--- src/pwmcap_pkg.sv ---
`timescale 1ns / 1ps

package pwmcap_pkg;

	// phase counts as reported
	localparam int TICK_W = 16;
	// widest dividend or divisor: 17 bit total shifted by up to 10
	localparam int DIV_W = 27;
	localparam int STEP_W = $clog2(DIV_W);
	localparam int DUTY_W = 7;

	localparam logic [DIV_W-1:0] HZ_PER_MHZ = DIV_W'(1000000);
	localparam logic [DIV_W-1:0] PCT_SCALE = DIV_W'(100);
	localparam logic [TICK_W-1:0] SAT_MAX = '1;

	// input kinds
	localparam logic OP_TICK = 1'b0;
	localparam logic OP_EDGE = 1'b1;

	// register indexes (byte address bits [3:2])
	localparam logic [1:0] REG_PRESCALE = 2'd0;
	localparam logic [1:0] REG_CLOCK = 2'd1;
	localparam logic [1:0] REG_ENABLE = 2'd2;

	// prescaler select codes
	localparam logic [2:0] PRE_1 = 3'd1;
	localparam logic [2:0] PRE_8 = 3'd2;
	localparam logic [2:0] PRE_64 = 3'd3;
	localparam logic [2:0] PRE_256 = 3'd4;
	localparam logic [2:0] PRE_1024 = 3'd5;

	typedef enum logic [2:0] {
		DIV_PERIOD,
		DIV_ON_US,
		DIV_OFF_US,
		DIV_DUTY,
		DIV_FREQ
	} div_op_t;

	typedef struct packed {
		logic    tick;
		logic    capture;
		logic    div_load;
		logic    div_step;
		logic    div_store;
		logic    out_load;
		div_op_t div_op;
	} cmd_t;

	typedef struct packed {
		logic edge_match;
		logic out_free;
	} sts_t;

	// output tdata layout, lowest field last
	typedef struct packed {
		logic              pad;
		logic [TICK_W-1:0] off_time_us;
		logic [TICK_W-1:0] on_time_us;
		logic [TICK_W-1:0] frequency_hz;
		logic [DUTY_W-1:0] duty_percent;
		logic [TICK_W-1:0] period_us;
		logic [TICK_W-1:0] off_ticks;
		logic [TICK_W-1:0] on_ticks;
	} result_t;

	// ticks times prescale factor, zero for an unused select code
	function automatic logic [DIV_W-1:0] prescale_apply(input logic [TICK_W:0] x,
			input logic [2:0] sel);
		logic [DIV_W-1:0] v;
		v = DIV_W'(x);
		case (sel)
			PRE_1:    prescale_apply = v;
			PRE_8:    prescale_apply = v << 3;
			PRE_64:   prescale_apply = v << 6;
			PRE_256:  prescale_apply = v << 8;
			PRE_1024: prescale_apply = v << 10;
			default:  prescale_apply = '0;
		endcase
	endfunction

endpackage

--- src/pwm_input_capture_measure.sv ---
`timescale 1ns / 1ps

// channel   dir  transaction                  payload
// s_axis    in   one timer tick or pin edge   tuser operation, tdata[0] edge_rising
// m_axis    out  one measurement per capture  tuser captured_high, tdata 104 bits
// apb       in   register write / read        prescale 0x0, clock_mhz 0x4, enable 0x8
//
// a tick is taken and counted in the same cycle, so ticks may arrive every clock while s_tready is high
// a capturing edge holds s_tready low until the result is handed off: one shared 27-step
// restoring divider runs five divisions, each a load, its steps and a store, then the hand-off
// the hand-off waits while an earlier result still sits unread in the output register
// arst_n clears the counter, phase counts and polarity; config registers take defaults

module pwm_input_capture_measure #(
	parameter int COUNTER_BITS = 16
) (
	input  logic          clk,
	input  logic          arst_n,

	input  logic          s_tvalid,
	output logic          s_tready,
	input  logic [7:0]    s_tdata,   // [0] edge_rising, [7:1] zero
	input  logic          s_tuser,   // [0] operation

	output logic          m_tvalid,
	input  logic          m_tready,
	// [15:0] on_ticks, [31:16] off_ticks, [47:32] period_us, [54:48] duty_percent,
	// [70:55] frequency_hz, [86:71] on_time_us, [102:87] off_time_us, [103] zero
	output logic [103:0]  m_tdata,
	output logic          m_tuser,   // [0] captured_high

	input  logic          psel,
	input  logic          penable,
	input  logic          pwrite,
	input  logic [3:0]    paddr,
	input  logic [31:0]   pwdata,
	output logic [31:0]   prdata,
	output logic          pready
);

	logic [2:0] prescale_q;
	logic [5:0] clock_mhz_q;
	logic       enable_q;
	logic       cfg_write;

	pwmcap_pkg::cmd_t    cmd;
	pwmcap_pkg::sts_t    sts;
	pwmcap_pkg::result_t result;

	// register file, written in the apb access phase
	assign pready    = 1'b1;
	assign cfg_write = psel && penable && pwrite && pready;

	always_ff @(posedge clk or negedge arst_n) begin
		if (!arst_n) begin
			prescale_q  <= pwmcap_pkg::PRE_1;
			clock_mhz_q <= 6'd8;
			enable_q    <= 1'b0;
		end else if (cfg_write) begin
			case (paddr[3:2])
				pwmcap_pkg::REG_PRESCALE: prescale_q  <= pwdata[2:0];
				pwmcap_pkg::REG_CLOCK:    clock_mhz_q <= pwdata[5:0];
				pwmcap_pkg::REG_ENABLE:   enable_q    <= pwdata[0];
				default:                  enable_q    <= enable_q;
			endcase
		end
	end

	always_comb begin
		case (paddr[3:2])
			pwmcap_pkg::REG_PRESCALE: prdata = 32'(prescale_q);
			pwmcap_pkg::REG_CLOCK:    prdata = 32'(clock_mhz_q);
			pwmcap_pkg::REG_ENABLE:   prdata = 32'(enable_q);
			default:                  prdata = '0;
		endcase
	end

	// sequencing: tick handling, capture, divider schedule, result hand-off
	pwmcap_ctrl u_ctrl (
		.clk       (clk),
		.arst_n    (arst_n),
		.enable    (enable_q),
		.s_tvalid  (s_tvalid),
		.s_tready  (s_tready),
		.operation (s_tuser),
		.sts       (sts),
		.cmd       (cmd)
	);

	// counter, phase registers, shared divider and output register
	pwmcap_dp #(
		.COUNTER_BITS (COUNTER_BITS)
	) u_dp (
		.clk             (clk),
		.arst_n          (arst_n),
		.cmd             (cmd),
		.sts             (sts),
		.edge_rising     (s_tdata[0]),
		.prescale_select (prescale_q),
		.clock_mhz       (clock_mhz_q),
		.m_tvalid        (m_tvalid),
		.m_tready        (m_tready),
		.m_tdata         (result),
		.m_tuser         (m_tuser)
	);

	assign m_tdata = result;

endmodule

--- src/pwmcap_dp.sv ---
`timescale 1ns / 1ps

module pwmcap_dp #(
	parameter int COUNTER_BITS = 16
) (
	input  logic                  clk,
	input  logic                  arst_n,
	input  pwmcap_pkg::cmd_t      cmd,
	output pwmcap_pkg::sts_t      sts,
	input  logic                  edge_rising,
	input  logic [2:0]            prescale_select,
	input  logic [5:0]            clock_mhz,
	output logic                  m_tvalid,
	input  logic                  m_tready,
	output pwmcap_pkg::result_t   m_tdata,
	output logic                  m_tuser
);

	localparam int TW = pwmcap_pkg::TICK_W;
	localparam int DW = pwmcap_pkg::DIV_W;

	logic [COUNTER_BITS-1:0] count_q;
	logic                    await_falling_q;
	logic [TW-1:0]           high_q;
	logic [TW-1:0]           low_q;
	logic                    cap_high_q;

	logic [DW-1:0] rem_q, quo_q, den_q;
	logic [DW-1:0] num_sel, den_sel;
	logic [DW:0]   trial;
	logic [DW:0]   trial_diff;
	logic [DW-1:0] quo_final;
	logic [TW-1:0] quo_sat;
	logic [TW:0]   total;

	logic [TW-1:0]                  period_q, freq_q, on_us_q, off_us_q;
	logic [pwmcap_pkg::DUTY_W-1:0] duty_q;

	logic                 out_valid_q;
	pwmcap_pkg::result_t out_q;
	logic                 out_high_q;

	// tick counter and phase capture
	always_ff @(posedge clk or negedge arst_n) begin
		if (!arst_n) begin
			count_q         <= '0;
			await_falling_q <= 1'b0;
			high_q          <= '0;
			low_q           <= '0;
		end else if (cmd.capture) begin
			if (await_falling_q)
				high_q <= TW'(count_q);
			else
				low_q <= TW'(count_q);
			count_q         <= '0;
			await_falling_q <= ~await_falling_q;
		end else if (cmd.tick) begin
			count_q <= count_q + 1'b1;
		end
	end

	always_ff @(posedge clk) begin
		if (cmd.capture)
			cap_high_q <= await_falling_q;
	end

	assign sts.edge_match = (edge_rising != await_falling_q);

	assign total = {1'b0, high_q} + {1'b0, low_q};

	// operands for the shared divider
	always_comb begin
		case (cmd.div_op)
			pwmcap_pkg::DIV_PERIOD: begin
				num_sel = pwmcap_pkg::prescale_apply(total, prescale_select);
				den_sel = DW'(clock_mhz);
			end
			pwmcap_pkg::DIV_ON_US: begin
				num_sel = pwmcap_pkg::prescale_apply({1'b0, high_q}, prescale_select);
				den_sel = DW'(clock_mhz);
			end
			pwmcap_pkg::DIV_OFF_US: begin
				num_sel = pwmcap_pkg::prescale_apply({1'b0, low_q}, prescale_select);
				den_sel = DW'(clock_mhz);
			end
			pwmcap_pkg::DIV_DUTY: begin
				num_sel = DW'(high_q) * pwmcap_pkg::PCT_SCALE;
				den_sel = DW'(total);
			end
			pwmcap_pkg::DIV_FREQ: begin
				num_sel = DW'(clock_mhz) * pwmcap_pkg::HZ_PER_MHZ;
				den_sel = pwmcap_pkg::prescale_apply(total, prescale_select);
			end
			default: begin
				num_sel = '0;
				den_sel = '0;
			end
		endcase
	end

	// restoring divider, one quotient bit per step
	assign trial      = {rem_q, quo_q[DW-1]};
	assign trial_diff = trial - {1'b0, den_q};

	always_ff @(posedge clk) begin
		if (cmd.div_load) begin
			rem_q <= '0;
			quo_q <= num_sel;
			den_q <= den_sel;
		end else if (cmd.div_step) begin
			if (trial >= {1'b0, den_q}) begin
				rem_q <= trial_diff[DW-1:0];
				quo_q <= {quo_q[DW-2:0], 1'b1};
			end else begin
				rem_q <= trial[DW-1:0];
				quo_q <= {quo_q[DW-2:0], 1'b0};
			end
		end
	end

	// zero divisor reads as zero, then clamp to 16 bits
	assign quo_final = (den_q == '0) ? '0 : quo_q;
	assign quo_sat   = (|quo_final[DW-1:TW]) ? pwmcap_pkg::SAT_MAX : quo_final[TW-1:0];

	always_ff @(posedge clk) begin
		if (cmd.div_store) begin
			case (cmd.div_op)
				pwmcap_pkg::DIV_PERIOD: period_q <= quo_sat;
				pwmcap_pkg::DIV_ON_US:  on_us_q  <= quo_sat;
				pwmcap_pkg::DIV_OFF_US: off_us_q <= quo_sat;
				pwmcap_pkg::DIV_DUTY:   duty_q   <= quo_final[pwmcap_pkg::DUTY_W-1:0];
				pwmcap_pkg::DIV_FREQ:   freq_q   <= quo_sat;
				default:                period_q <= period_q;
			endcase
		end
	end

	// output register
	assign sts.out_free = !out_valid_q || m_tready;

	always_ff @(posedge clk or negedge arst_n) begin
		if (!arst_n)
			out_valid_q <= 1'b0;
		else if (cmd.out_load)
			out_valid_q <= 1'b1;
		else if (m_tready)
			out_valid_q <= 1'b0;
	end

	always_ff @(posedge clk) begin
		if (cmd.out_load) begin
			out_q.pad          <= 1'b0;
			out_q.on_ticks     <= high_q;
			out_q.off_ticks    <= low_q;
			out_q.period_us    <= period_q;
			out_q.duty_percent <= duty_q;
			out_q.frequency_hz <= freq_q;
			out_q.on_time_us   <= on_us_q;
			out_q.off_time_us  <= off_us_q;
			out_high_q         <= cap_high_q;
		end
	end

	assign m_tvalid = out_valid_q;
	assign m_tdata  = out_q;
	assign m_tuser  = out_high_q;

endmodule

--- src/pwmcap_ctrl.sv ---
`timescale 1ns / 1ps

module pwmcap_ctrl (
	input  logic              clk,
	input  logic              arst_n,
	input  logic              enable,
	input  logic              s_tvalid,
	output logic              s_tready,
	input  logic              operation,
	input  pwmcap_pkg::sts_t  sts,
	output pwmcap_pkg::cmd_t  cmd
);

	localparam int SW = pwmcap_pkg::STEP_W;

	typedef enum logic [4:0] {
		ST_IDLE  = 5'b00001,
		ST_LOAD  = 5'b00010,
		ST_RUN   = 5'b00100,
		ST_STORE = 5'b01000,
		ST_FLUSH = 5'b10000
	} state_t;

	state_t              state_q, state_d;
	pwmcap_pkg::div_op_t op_q, op_d;
	logic [SW-1:0]       step_q, step_d;
	logic                take;
	logic                last_step;

	assign s_tready  = (state_q == ST_IDLE);
	assign take      = s_tvalid && s_tready && enable;
	assign last_step = (step_q == SW'(pwmcap_pkg::DIV_W - 1));

	always_comb begin
		state_d       = state_q;
		op_d          = op_q;
		step_d        = step_q;
		cmd           = '0;
		cmd.div_op    = op_q;
		case (state_q)
			ST_IDLE: begin
				if (take && operation == pwmcap_pkg::OP_TICK) begin
					cmd.tick = 1'b1;
				end else if (take && sts.edge_match) begin
					cmd.capture = 1'b1;
					op_d        = pwmcap_pkg::DIV_PERIOD;
					state_d     = ST_LOAD;
				end
			end
			ST_LOAD: begin
				cmd.div_load = 1'b1;
				step_d       = '0;
				state_d      = ST_RUN;
			end
			ST_RUN: begin
				cmd.div_step = 1'b1;
				if (last_step)
					state_d = ST_STORE;
				else
					step_d = step_q + 1'b1;
			end
			ST_STORE: begin
				cmd.div_store = 1'b1;
				case (op_q)
					pwmcap_pkg::DIV_PERIOD: begin
						op_d = pwmcap_pkg::DIV_ON_US;  state_d = ST_LOAD;
					end
					pwmcap_pkg::DIV_ON_US: begin
						op_d = pwmcap_pkg::DIV_OFF_US; state_d = ST_LOAD;
					end
					pwmcap_pkg::DIV_OFF_US: begin
						op_d = pwmcap_pkg::DIV_DUTY;   state_d = ST_LOAD;
					end
					pwmcap_pkg::DIV_DUTY: begin
						op_d = pwmcap_pkg::DIV_FREQ;   state_d = ST_LOAD;
					end
					default: state_d = ST_FLUSH;
				endcase
			end
			ST_FLUSH: begin
				if (sts.out_free) begin
					cmd.out_load = 1'b1;
					state_d      = ST_IDLE;
				end
			end
			default: state_d = ST_IDLE;
		endcase
	end

	always_ff @(posedge clk or negedge arst_n) begin
		if (!arst_n) begin
			state_q <= ST_IDLE;
			op_q    <= pwmcap_pkg::DIV_PERIOD;
			step_q  <= '0;
		end else begin
			state_q <= state_d;
			op_q    <= op_d;
			step_q  <= step_d;
		end
	end

	// output register never overwritten while a result waits
	a_load_free: assert property (@(posedge clk) disable iff (!arst_n)
		cmd.out_load |-> sts.out_free)
		else $error("result loaded over a waiting result");

	// no input handled while the divider is busy
	a_busy_quiet: assert property (@(posedge clk) disable iff (!arst_n)
		(state_q != ST_IDLE) |-> (!cmd.tick && !cmd.capture))
		else $error("input handled while busy");

	// a quotient is stored only right after the last step
	a_store_after_step: assert property (@(posedge clk) disable iff (!arst_n)
		cmd.div_store |-> $past(cmd.div_step))
		else $error("quotient stored without a finished division");

	a_step_range: assert property (@(posedge clk) disable iff (!arst_n)
		step_q <= SW'(pwmcap_pkg::DIV_W - 1))
		else $error("divider step count out of range");

endmodule

--- config.mk ---
export PLATFORM = sky130hd
export DESIGN_NAME = pwm_input_capture_measure
export DESIGN_NICKNAME = d
export VERILOG_FILES = /design/src/pwmcap_pkg.sv /design/src/pwm_input_capture_measure.sv /design/src/pwmcap_dp.sv /design/src/pwmcap_ctrl.sv
export SDC_FILE = /design/constraint.sdc
export NUM_CORES = 1
export LEC_CHECK = 0
export BUFFER_PORTS_ARGS = -buffer_cell sky130_fd_sc_hd__clkbuf_2
export CORE_ASPECT_RATIO = 0.5
export CORE_MARGIN = 4
export CORE_UTILIZATION = 30
export CTS_CLUSTER_DIAMETER = 200
export DETAILED_ROUTE_END_ITERATION = 10
export PLACE_DENSITY = 0.43
export SYNTH_ARGS = -nofsm -noshare
export SYNTH_HDL_FRONTEND = slang
export SYNTH_SLANG_ARGS = --single-unit
--- constraint.sdc ---
create_clock -name clk -period 7.8 [get_ports clk]
set_input_delay 1.56 -clock clk [delete_from_list [all_inputs] [get_ports clk]]
set_output_delay 1.56 -clock clk [all_outputs]
set_load 0.05 [all_outputs]
# Word-level counts from Yosys, hierarchy flattened
# Cells that the tools add are included.
[word_totals] ff_bits=330 output_inout_bits=140
[classes] n_addsub=4 mul=2 n_lt_le_gt_ge=1 eq_ne=24 mux=37 bitwise=2 n_reduce_logical=32
[op_table] operator="one-hot mux 27 bit (5 select lines)" n=2
[op_table] operator="one-hot mux 26 bit (5 select lines)" n=2
[op_table] operator="two-way mux 27 bit" n=4
[op_table] operator="one-hot mux 27 bit (3 select lines)" n=1
[op_table] operator="two-way mux 16 bit" n=3
[op_table] operator="two-way mux 5 bit" n=6
[op_table] operator="greater-or-equal comparator 28 x 27 -> 1 bit" n=1
[op_table] operator="zero test 27 bit" n=1
[op_table] operator="subtractor 27 bit" n=1
[op_table] operator="one-hot mux 5 bit (5 select lines)" n=1
[op_table] operator="AND reduction 2 bit" n=11
[op_table] operator="multiplier 16 x 5 -> 21 bit (second input constant)" n=1
[op_table] operator="multiplier 6 x 14 -> 20 bit (second input constant)" n=1
[op_table] operator="one-hot mux 6 bit (3 select lines)" n=1
[op_table] operator="adder 16 x 16 -> 17 bit" n=1
[op_table] operator="adder 16 x 1 -> 16 bit (second input constant)" n=1
[op_table] operator="== test 3 x 2 -> 1 bit (second input constant)" n=4
[op_table] operator="one-hot mux 3 bit (4 select lines)" n=1
[op_table] operator="two-way mux 1 bit" n=11
[op_table] operator="OR reduction 11 bit" n=1
[op_table] operator="== test 5 bit (second input constant)" n=2
[op_table] operator="one-hot mux 5 bit (2 select lines)" n=1
[op_table] operator="nonzero test 2 bit" n=5
[op_table] operator="== test 3 bit (second input constant)" n=3
[op_table] operator="24 further kinds" n=36

# Depth between registers and ports, before layout
[logic_depth] depth_word=9 depth_mapped=14 mapped_depth_nobuf=14

# By module
# Synthesis repeated with hierarchy kept, for this count alone.
[hier_totals] hier_cells=1841 hier_area_um2=19596.3
[by_module_without_submodules] module="pwmcap_dp" instances=1 cells_per_inst=1698 area_per_inst_um2=18158.7 seq_area_each_um2=8698.3
[by_module_without_submodules] module="pwmcap_ctrl" instances=1 cells_per_inst=77 area_per_inst_um2=735.7 seq_area_each_um2=326.6
[by_module_without_submodules] module="pwm_input_capture_measure" instances=1 cells_per_inst=66 area_per_inst_um2=701.9 seq_area_each_um2=252.7

# Least setup slack after synthesis
# OpenSTA, ideal clock, no wires.
[synth_path] path_type="in2reg" start="in m_tready" end="reg u_dp.out_q, in the netlist u_dp.m_tdata[0], enable pin" setup_ps=578 arrival_time_ps=6294 required_time_ps=7222 setup_slack_ps=928 path_stages=2 path_buffers=0 path_cell_list="nand2b_1 > nor2b_1"
[synth_rtl] item="start, declared" line="pwm_input_capture_measure.sv:26" text="input logic m_tready,"
[synth_rtl] item="end, declared" line="pwmcap_dp.sv:40" text="pwmcap_pkg::result_t out_q;"

# Worst setup path after layout
[layout_path] start="reg clock_mhz_q[2]" end="reg u_dp.quo_q[21], data pin"
[layout_via] elab_chain_len=3
[layout_lines] item="start, declared" line="pwm_input_capture_measure.sv:42" text="logic [5:0] clock_mhz_q;"
[layout_lines] item="start signal, assigned" line="pwm_input_capture_measure.sv:62" text="pwmcap_pkg::REG_CLOCK: clock_mhz_q <= pwdata[5:0];"
[layout_lines] item="multiplier 6 x 14 -> 20 bit" line="pwmcap_dp.sv:91" text="num_sel = DW'(clock_mhz) * pwmcap_pkg::HZ_PER_MHZ;"
[layout_lines] item="one-hot mux 27 bit (5 select lines)" line="pwmcap_dp.sv:73" text="case (cmd.div_op)"
[layout_lines] item="two-way mux 27 bit" line="pwmcap_dp.sv:106" text="if (cmd.div_load) begin"
[layout_lines] item="end signal, assigned" line="pwmcap_dp.sv:108" text="quo_q <= num_sel;"
[layout_lines] item="end signal, assigned" line="pwmcap_dp.sv:113" text="quo_q <= {quo_q[DW-2:0], 1'b1};"
[layout_lines] item="end signal, assigned" line="pwmcap_dp.sv:116" text="quo_q <= {quo_q[DW-2:0], 1'b0};"
[layout_lines] item="end, declared" line="pwmcap_dp.sv:28" text="logic [DW-1:0] rem_q, quo_q, den_q;"
# No other way between the ends.
# A chain may end at the register's enable or synchronous reset.

==> out/metrics.cfg <==
[layout]
drive_above_1_share = 0.150
insertedDiodeCount = 0
layout.nets = 2173
area_growth_pct = 14.3
fill_cells = 6488
final_cell_area_um2 = 22400

[routing]
via_per_inst = 5.26
num_vias = 15100
drt-initial-drc-count = 1605
wire_per_inst_um = 22.3
drc = 0
drtAntennaViolNets = 0
wirelength_um = 63700
first_pass_iters = 6

[yosys]
synth_ff_type = edfxtp_1
async_flop_share = 0.221
ys_seq_area_frac = 0.473
yosysUniqueCellTypes = 93
synthesis.instances = 1850
syn_avg_cell_area_um2 = 10.6
synth_edf_count = 230
ys_seq_elements = 330
ys.warnings.count = 0
synth_area_um2 = 19600

[cts]
cts_hold_buf = 0
postCtsResizedCells = 0
clockRootBuffer = clkbuf_16
clock_latency_ns = 0.58
cts_buffer_depth = 3
cts_tree = yes
h-tree-depth = 2
cts_setup_buffers = 0
cts_num_sinks = 330
cts.reportedPaths.clkPinSlew_ns = 0.06
cts_buffers = 35

[floorplanning]
rows = 65
dieArea_um2 = 69800
die_w_um = 370
core_region_area_um2 = 63900
ioPinCount = 192
initial_utilization = 0.307
die_h_um = 189

[placement]
dp_hpwl_um = 45900
place_worst_setup_slack_ns = 3.48
portBuffers = 128
gp_congestion = 0.939
dpl_cell_area_um2 = 21200

[pwr]
power_density_nw_per_um2 = 254
clkPwrFrac = 0.316
netSwitchingFraction = 0.361
leakage_nw = 9.05
seqPwrFrac = 0.377
intPower_mw = 3.64
peakVddDrop_uv = 149
p_sw_mw = 2.06
power_mw = 5.70
p_comb_frac = 0.306

[worst_setup_path]
critPathMaxStageDelay_ns = 0.74
worstPathArrival_ns = 4.62
critPathRequiredTime_ns = 8.10
cp_slowest_cell = dfrtp_1
worstSetupPathType = reg2reg
reg2reg_to = u_dp.quo_q[21]
cp-start-kind = flop
path_cells = fa_1, ha_1, fa_1, ha_1, nand2_1, a221oi_1, o211ai_1, xnor2_1, a222oi_1, nand2_1, a31oi_1, o21ai_0
endpoint_kind = flop
r2r_cells = 12
crit_start = clock_mhz_q[2]
cp_max_fo = 10
r2r_setup_slack_ns = 3.48
r2r_start = clock_mhz_q[2]

[grt]
track_usage = 0.177
grt_pass1_vias = 14300
overflow = 0
grt_max_degree = 73
grt_pass1_wl_um = 94300
antenna_found_initial = 0

[outcome]
status = completed

[sta]
slew_viol_final = 0
worst_pin_slew_ns = 1.16
worst_slack_ns = 3.48
post-route-period-util = 0.554
relSlewSlack = 0.216
setup_viol = 0
fmax_ghz = 0.231
finalCriticalPeriod_ns = 4.32
setup_tns_ns = 0
fin_skew_ns = 0.0356
hold_viol = 0
rsz0062_at_grt = no

[hold_path]
holdPathEnd = u_dp.m_tdata[78]
min-delay-start = u_dp.on_us_q[7]
min_path_cells = 0
hold_path.class = reg2reg

[flow_run]
drv_cap = 0

[sequential cells by signal, summed over array words and instances, names as in the netlist, 5 cells and up]
| signal | cells |
|---|---|
| u_dp.quo_q | 27 |
| u_ctrl.state_q | 5 |
| u_dp.off_us_q | 16 |
| u_dp.period_q | 16 |
| u_dp.duty_q | 7 |
| clock_mhz_q | 6 |
| u_dp.freq_q | 16 |
| u_dp.den_q | 27 |
| u_dp.low_q | 16 |
| u_dp.high_q | 16 |
| u_dp.m_tdata | 103 |
| u_dp.on_us_q | 16 |
| u_dp.count_q | 16 |
| u_dp.rem_q | 27 |
| u_ctrl.step_q | 5 |
[cell usage after synthesis (14+ instances only)]
cell type	number	share of area
xnor2_1	32	0.014
nand2b_1	23	0.0073
nor2_1	129	0.025
inv_1	118	0.023
nor2b_1	21	0.0067
fa_1	23	0.023
nand3_1	36	0.0092
edfxtp_1	230	0.35
o211ai_1	29	0.011
mux2i_1	32	0.016
nand4_1	14	0.0045
clkbuf_1	62	0.012
mux2_2	41	0.024
and2_1	15	0.0048
dfxtp_1	27	0.028
ha_1	134	0.085
a221o_1	14	0.0071
dfrtp_1	70	0.089
a22oi_1	25	0.0096
buf_4	28	0.011
xor2_1	35	0.016
o22ai_1	28	0.0089
o21a_1	30	0.011
a21oi_1	106	0.027
nor3_1	35	0.0089
nand2_1	143	0.027
a221oi_1	23	0.010
o21ai_0	94	0.024
a21o_1	20	0.0076
[worst max-delay path by stage]
stage	end	cells after the start	slack (ns)
finish	u_dp.quo_q[21]	12	3.48
global route	u_dp.quo_q[25]	12	3.27
CTS	u_dp.quo_q[21]	12	3.48
detailed placement	u_dp.quo_q[21]	12	3.48
global placement	u_dp.quo_q[21]	12	3.48
floorplan	u_dp.m_tdata[0]	2	0.93
[kinds of logic after synthesis]
group | after synthesis | synth area share
fa+ha+maj | 157 | 0.109
xor+xnor | 68 | 0.0307
flops | 330 | 0.473
other cells | 2 | 0.000383
buf+inv | 231 | 0.0511
simple gates | 479 | 0.118
mux | 74 | 0.0410
compound gates | 509 | 0.177
[through the flow]
step | instances | utilization | hold WS [ns]
after floorplan | 1876 | - | 0.400
after global placement | 2798 | 0.332 | 0.401
after detailed placement | 2798 | 0.332 | 0.405
after CTS | 2862 | 0.351 | 0.399
after global routing | 2862 | 0.351 | 0.405
final | 2862 | 0.351 | 0.404
[area by class of cell]
cell class / count / area (µm²) / share of cell area
Clock buffer: 48 / 1020 / 0.0455
Clock inverter: 16 / 201 / 0.00898
Inverter: 119 / 447 / 0.0199
Multi-Input combinational cell: 1315 / 9490 / 0.423
Sequential cell: 330 / 9280 / 0.414
Tap cell: 871 / 1090 / 0.0486
Timing Repair Buffer: 163 / 906 / 0.0404
[metal layers]
| metal | vias up | track usage | routed length, µm |
|---|---|---|---|
| li1 | 7083 | - | - |
| met1 | 7385 | 0.261 | 30600 |
| met2 | 497 | 0.263 | 27400 |
| met3 | 96 | 0.0331 | 4010 |
| met4 | 0 | 0.0504 | 1710 |
| met5 | - | 0 | 0 |
[power by group through the flow]
stage	Clock [mW]	Combinational [mW]	Sequential, mW
after CTS	1.86	1.75	2.15
after floorplan	0	1.26	2.12
final	1.80	1.75	2.15
after global placement	0	1.74	2.19
after global routing	1.92	1.91	2.17
after detailed placement	0	1.74	2.19
[layout by cell type (no fill, tap or decap), types with 9 or more instances in the layout]
cell type	instances
edfxtp_1	230
nand2_1	143
ha_1	134
clkbuf_2	127
nor2_1	122
inv_1	118
a21oi_1	105
o21ai_0	94
dfrtp_1	70
mux2_2	41
clkbuf_16	39
nand3_1	36
buf_4	36
nor3_1	35
xor2_1	35
xnor2_1	32
mux2i_1	32
o21a_1	30
o211ai_1	29
o22ai_1	28
conb_1	28
dfxtp_1	27
a22oi_1	25
nand2b_1	23
a221oi_1	23
fa_1	23
a21o_1	20
nor2b_1	20
and2_1	15
nand4_1	14
a221o_1	14
a31oi_1	13
a211oi_1	13
o221ai_1	12
and4_1	11
o21ai_1	10
nor4_1	9
a22o_1	9
and3_1	9
[critical path: cells and delay by family, from the launching register on]
family	cells	cell delay, ns
AO/OA/AOI/OAI	5	1.19
XOR/XNOR	1	0.24
AND/OR/NAND/NOR	2	0.16
adder cells (fa/ha/maj)	4	1.72
flip-flops	1	0.74
Power figures use the tool's default switching activity.
